File: config.mk
export PLATFORM = sky130hd
export DESIGN_NAME = ptq_front
export DESIGN_NICKNAME = d
export VERILOG_FILES = /design/src/ptq_pkg.sv /design/src/ptq_front.sv
export SDC_FILE = /design/constraint.sdc
export NUM_CORES = 1
export LEC_CHECK = 0
export BUFFER_PORTS_ARGS = -buffer_cell sky130_fd_sc_hd__buf_2
export CORE_UTILIZATION = 56
export DETAILED_ROUTE_END_ITERATION = 7
export PLACE_DENSITY = 0.81
export SLEW_MARGIN = 20
export SYNTH_ARGS = -nofsm -noshare
export SYNTH_HDL_FRONTEND = slang
export SYNTH_SLANG_ARGS = --single-unit
File: constraint.sdc
create_clock -name clk -period 3 [get_ports clk]
set_input_delay 0.6 -clock clk [delete_from_list [all_inputs] [get_ports clk]]
set_output_delay 0.6 -clock clk [all_outputs]
set_load 0.01 [all_outputs]
File: src/ptq_pkg.sv
package ptq_pkg;

  localparam int TABLE_SIZE_DEF = 65536;
  localparam int MODE_W = 3;
  localparam int VAL_W = 16;
  localparam int ANS_W = 17;
  localparam int QUEUE_DEPTH = 2;
  localparam int NEAR_LIMIT = 131071;

  localparam logic [MODE_W-1:0] MODE_RANGE = 3'd0;
  localparam logic [MODE_W-1:0] MODE_DIV = 3'd1;
  localparam logic [MODE_W-1:0] MODE_ISPRIME = 3'd2;
  localparam logic [MODE_W-1:0] MODE_REV = 3'd3;
  localparam logic [MODE_W-1:0] MODE_NEAR = 3'd4;
  localparam logic [MODE_W-1:0] MODE_BELOW = 3'd5;

  typedef enum logic [2:0] {
    OP_RANGE,
    OP_DIV,
    OP_ISPRIME,
    OP_REV,
    OP_NEAR,
    OP_BELOW,
    OP_NONE
  } op_t;

  typedef struct packed {
    op_t              op;
    logic [VAL_W-1:0] a;
    logic [VAL_W-1:0] b;
  } query_t;

  typedef enum logic [4:0] {
    ST_FILL,
    ST_SRD,
    ST_SCHK,
    ST_SMARK,
    ST_IDLE,
    ST_CNT,
    ST_DCHK,
    ST_DDIV,
    ST_DRES,
    ST_PCHK,
    ST_REV,
    ST_RRD,
    ST_NK,
    ST_NLO,
    ST_NHI,
    ST_NCHK,
    ST_EMIT
  } state_t;

endpackage

File: src/ptq_front.sv
module ptq_front (
  input  logic                   clk,
  input  logic                   rst,
  input  logic                   in_valid,
  output logic                   in_ready,
  input  logic [ptq_pkg::MODE_W-1:0] mode,
  input  logic [ptq_pkg::VAL_W-1:0]  first_value,
  input  logic [ptq_pkg::VAL_W-1:0]  second_value,
  output logic                   q_valid,
  input  logic                   q_ready,
  output ptq_pkg::query_t        query
);
  import ptq_pkg::*;

  localparam int PW = $clog2(QUEUE_DEPTH);

  query_t          slot [QUEUE_DEPTH];
  logic [PW-1:0]   wr_ptr;
  logic [PW-1:0]   rd_ptr;
  logic [PW:0]     count;
  query_t          cls;
  logic            push;
  logic            pop;

  // Classify the query; a range is normalized so that a is the lower end.
  always_comb begin
    cls.a = first_value;
    cls.b = second_value;
    unique case (mode)
      MODE_RANGE: begin
        cls.op = OP_RANGE;
        if (first_value > second_value) begin
          cls.a = second_value;
          cls.b = first_value;
        end
      end
      MODE_DIV:     cls.op = OP_DIV;
      MODE_ISPRIME: cls.op = OP_ISPRIME;
      MODE_REV:     cls.op = OP_REV;
      MODE_NEAR:    cls.op = OP_NEAR;
      MODE_BELOW:   cls.op = OP_BELOW;
      default:      cls.op = OP_NONE;
    endcase
  end

  assign in_ready = (count != (PW+1)'(QUEUE_DEPTH));
  assign q_valid = (count != '0);
  assign query = slot[rd_ptr];
  assign push = in_valid && in_ready;
  assign pop = q_valid && q_ready;

  always_ff @(posedge clk) begin
    if (push) begin
      slot[wr_ptr] <= cls;
    end
  end

  always_ff @(posedge clk) begin
    if (rst) begin
      wr_ptr <= '0;
      rd_ptr <= '0;
      count <= '0;
    end else begin
      if (push) begin
        wr_ptr <= wr_ptr + 1'b1;
      end
      if (pop) begin
        rd_ptr <= rd_ptr + 1'b1;
      end
      count <= count + (PW+1)'(push) - (PW+1)'(pop);
    end
  end

endmodule

* Yosys cells after proc, flatten, opt, wreduce, memory -nomap -nowiden
Memory sizes are Yosys's and may differ from the RTL's. A register that Yosys moved wholly into a read port is not among the register bits.
Cells that the tools add are included.
** Word-level totals
- Register bits :: 4
- Bits in writable memories :: 70
- Input port bits :: 39
- Output and inout bits :: 37
- Logic and storage cells :: 26
- Memories kept :: 1
** Memories
- slot :: depth 2, width 35, read ports 1, clocked after memory_dff 1, wr ports 1, line ptq_front.sv:17 : query_t slot [QUEUE_DEPTH];
** Operators by class
- Add/sub/neg operators :: 4
- Magnitude comparators :: 1
- Eq/ne operators :: 6
- Muxes and demuxes :: 7
- Reductions and logical operators :: 4
** Operator list (number)
- $mux W32 :: 2
- $pmux W3 S6 :: 1
- $gt A16 B16 Y1 :: 1
- $eq A3 B2 Y1 const B :: 2
- $eq A3 B3 Y1 const B :: 2
- $mux W1 :: 4
- $eq A3 B1 Y1 const B :: 1
- $logic_not A3 Y1 :: 1
- $add A1 B1 Y1 const B :: 2
- $add A2 B1 Y2 :: 1
- $logic_and A1 B1 Y1 :: 2
- $ne A2 B2 Y1 const B :: 1
- $reduce_bool A2 Y1 :: 1
- $sub A2 B1 Y2 :: 1

* Depth between registers and ports, before layout
- Depth in word-level cells :: 4
- Gate-level depth with buffers :: 9
- Depth with buffers taken out :: 8

* Worst setup path after synthesis
Ideal clock, no wire load.
- Kind :: input-to-reg
- Start :: in in_valid
- End :: mem slot[0][0] (netlist bit), enable pin
- Arrival time :: 2.173 ns
- Setup slack :: 0.400 ns
- Stages on the path :: 2
- Path through :: nand2_1 > nor2_1
** On the way
- Longest elaborated chain between the ends :: 3
** Ends and longest elaborated chain
- from (decl) :: line ptq_front.sv:4 : input logic in_valid,
- $logic_and A1 B1 Y1 :: line ptq_front.sv:49 : assign push = in_valid && in_ready;
- $mux W1 :: line ptq_front.sv:53 : if (push) begin
- $mux W1 (not written as such) :: line ptq_front.sv:54 : slot[wr_ptr] <= cls;
- to (decl) :: line ptq_front.sv:17
Every way passes these cells.

==> metrics.csv <==
stage,metric,value,unit
floorplan,die_area,7670,um^2
cts,cts.hold.buffers_added,0,
flow_run,maxCapViolCount,0,
place,dp_hpwl,6.29,mm
worst_setup_path,end_kind,register,
floorplan,die_x,87.6,um
floorplan,floorplan.initialDensity,59.1,%
power_and_ir_drop,irDropWorstVdd,0.000339,V
worst_setup_path,cp.arrival,2680,ps
cts,cts_root_buf,clkbuf_8,
timing,final.setup.tns,0,ps
worst_setup_path,crit_type,input port to register,
routing,antenna_left,0,
worst_setup_path,critical-path-top-delay-family,simple AND/OR/NAND/NOR gates,
synth,netlist_area,4100,um^2
routing,num_vias,3176,
cts,cts_buffer_depth,2,
synth,ys_seq_area_share,53.7,%
cts,cts_sinks,75,
timing,worst_pin_slew,499,ps
finish,n_antenna_cell,0,
cts,cts_max_level,3,
worst_setup_path,crit_start,second_value[15],
cts,clk_latency,350,ps
synth,postSynthCellCount,334,
timing,finalSetupViolations,0,
floorplan,coreArea,6940,um^2
place,dpl_cell_area,4580,um^2
routing,postRouteWirelength,9.80,mm
synth,synth_edf_count,70,
routing,viasPerCell,6.31,
synth,postSynthAreaPerCell,12.3,um^2
routing,first_pass_iters,7,
global_route,track_usage,27.1,%
synth,async_flop_share,0,%
timing,max_slew_margin,66.7,%
worst_hold_path,min_from,rst,
place,portBuffers,75,
worst_setup_path,worstPathMaxFanout,15,
worst_setup_path,startpoint_type,input port,
routing,drtIter0Drc,274,
cts,cts_setup_buffers,0,
floorplan,chipHeight,87.6,um
cts,clk_pin_slew,80,ps
floorplan,num_rows,30,
routing,drcViolationCount,0,
power_and_ir_drop,leakagePower,1.86,nW
timing,skew,9.27,ps
synth,synth_cell_type_count,33,
cts,cts_inserted_buffers,9,
worst_setup_path,slowest_stage,ha_1,
worst_setup_path,path_buf_inv,3,
synth,syn-num-nets,391,
timing,fmaxAchievable,393,MHz
timing,rsz0062_at_grt,false,
cts,tritoncts,built,
worst_hold_path,min_delay_path_depth,2,
cts,cts_resized,0,
timing,fin_crit_sh,84.8,%
global_route,grt_max_degree,36,
global_route,first_global_vias,2979,
worst_setup_path,rrSetupSlack,1220,ps
worst_setup_path,cp.depth,9,
timing,final_max_slew_viol_count,0,
worst_setup_path,timing.rr.end,count[1]$_SDFF_PP0_,
finish,area_growth_syn_to_layout,18.1,%
timing,finalCriticalPeriod,2550,ps
worst_setup_path,cp_cell_sequence,"buf_2, inv_1, ha_1, nand4_4, nor4_4, o21ai_2, and3_1, buf_4, o31ai_1",
global_route,grt_pass1_wl,15.3,mm
timing,finalHoldViolations,0,
synth,yosys_register_bits,75,
finish,drive_gt1_share,36.4,%
synth,synth_ff_type,edfxtp_1,
routing,wire_per_inst,19.5,um
global_route,antenna_found_initial,0,
timing,fin_hold_ws,465,ps
finish,fin_area,4850,um^2
worst_hold_path,hp-class,input port to register,
power_and_ir_drop,powerDensity,700,nW/um^2
global_route,overflow,0,
finish,final_nets,459,
worst_setup_path,required,3130,ps
floorplan,io_pins,76,
place,place_congestion,0.835,
synth,yosysWarnings,0,
worst_setup_path,r2r_start,count[1]$_SDFF_PP0_,
power_and_ir_drop,p_total,3.40,mW
worst_setup_path,r2r_cells,8,
status,status,completed,
worst_setup_path,critPathMaxStageDelay,350,ps
logic make-up after synthesis:
family | Yosys count | share of synthesized area, %
AO/OA/AOI/OAI | 77 | 14.7
multiplexers | 35 | 9.60
adder cells (fa/ha/maj) | 18 | 5.49
AND/OR/NAND/NOR | 59 | 8.81
XOR/XNOR | 4 | 0.854
flip-flops | 75 | 53.7
buffers and inverters | 66 | 6.89
synth_stat cells, types with 2 or more instances:
master    number  share of area, %
mux2_2        35               9.6
inv_1         34               3.1
dfxtp_1        5               2.4
ha_1          18               5.5
buf_2          4              0.49
o31ai_1       32               5.9
buf_1          5              0.46
xor2_1         2              0.43
buf_6          4               1.1
and3_1         2              0.30
clkbuf_1      19               1.7
nand2_1        7              0.64
xnor2_1        2              0.43
nand4_1        2              0.30
nor2_1         7              0.64
nor4_1        32               4.9
edfxtp_1      70                51
a21oi_1        6              0.73
nor3_1         2              0.24
a32oi_1       32               6.8
nand2b_1       2              0.30
sequential cells by signal, summed over array words and instances, names as in the netlist, named ones only:
| name | count |
|---|---|
| rd_ptr | 1 |
| slot | 70 |
| count | 2 |
| wr_ptr | 1 |
placed cells by master (no fill, tap or decap), types with 2 or more instances in the layout:
cell type / count
a21oi_1: 6
a32oi_1: 32
and3_1: 2
buf_2: 75
buf_4: 13
bufinv_16: 4
clkbuf_8: 9
dfxtp_1: 5
edfxtp_1: 70
ha_1: 18
inv_1: 34
mux2_2: 35
nand2_1: 7
nand2b_1: 2
nand4_1: 2
nor2_1: 6
nor4_1: 32
o21ai_2: 2
o31ai_1: 32
xnor2_1: 2
xor2_1: 2
layer usage:
layer | wire (um) | share of wire (%) | GRT usage, %
met1 | 3950 | 40 | 35.9
met2 | 4860 | 50 | 43.6
met3 | 864 | 8.8 | 6.97
met4 | 128 | 1.3 | 9.09
met5 | 0 | 0 | 0
how the worst max path moves through the flow:
| stage | endpoint | slack [ps] |
|---|---|---|
| after CTS | slot[0][22]$_DFFE_PP_ | 470 |
| after detailed placement | slot[0][22]$_DFFE_PP_ | 140 |
| after global routing | slot[1][7]$_DFFE_PP_ | 370 |
| after global placement | slot[0][25]$_DFFE_PP_ | 280 |
| final | slot[0][22]$_DFFE_PP_ | 450 |
| after floorplan | slot[0][0]$_DFFE_PP_ | 400 |
layout make-up:
type / instances / area [um^2]
Clock buffer: 9 / 124
Clock inverter: 7 / 140
Fill cell: 469 / 2100
Inverter: 34 / 128
Multi-Input combinational cell: 193 / 1640
Sequential cell: 75 / 2200
Tap cell: 96 / 120
Timing Repair Buffer: 89 / 493
stage by stage:
stage	util, %	cells	setup WS [ps]
final	69.8	503	455
after global routing	69.8	503	370
after global placement	66.0	487	285
after detailed placement	66.0	487	142
after CTS	69.8	503	468
after floorplan	-	334	400
where the power goes:
part / leakage, nW / total, mW / internal (mW) / switching, mW
logic: 1.05 / 0.986 / 0.431 / 0.555
registers: 0.684 / 1.39 / 1.35 / 0.0446
clock network: 0.127 / 1.02 / 0.635 / 0.381
Note: power is estimated with default switching activity, not from simulation.
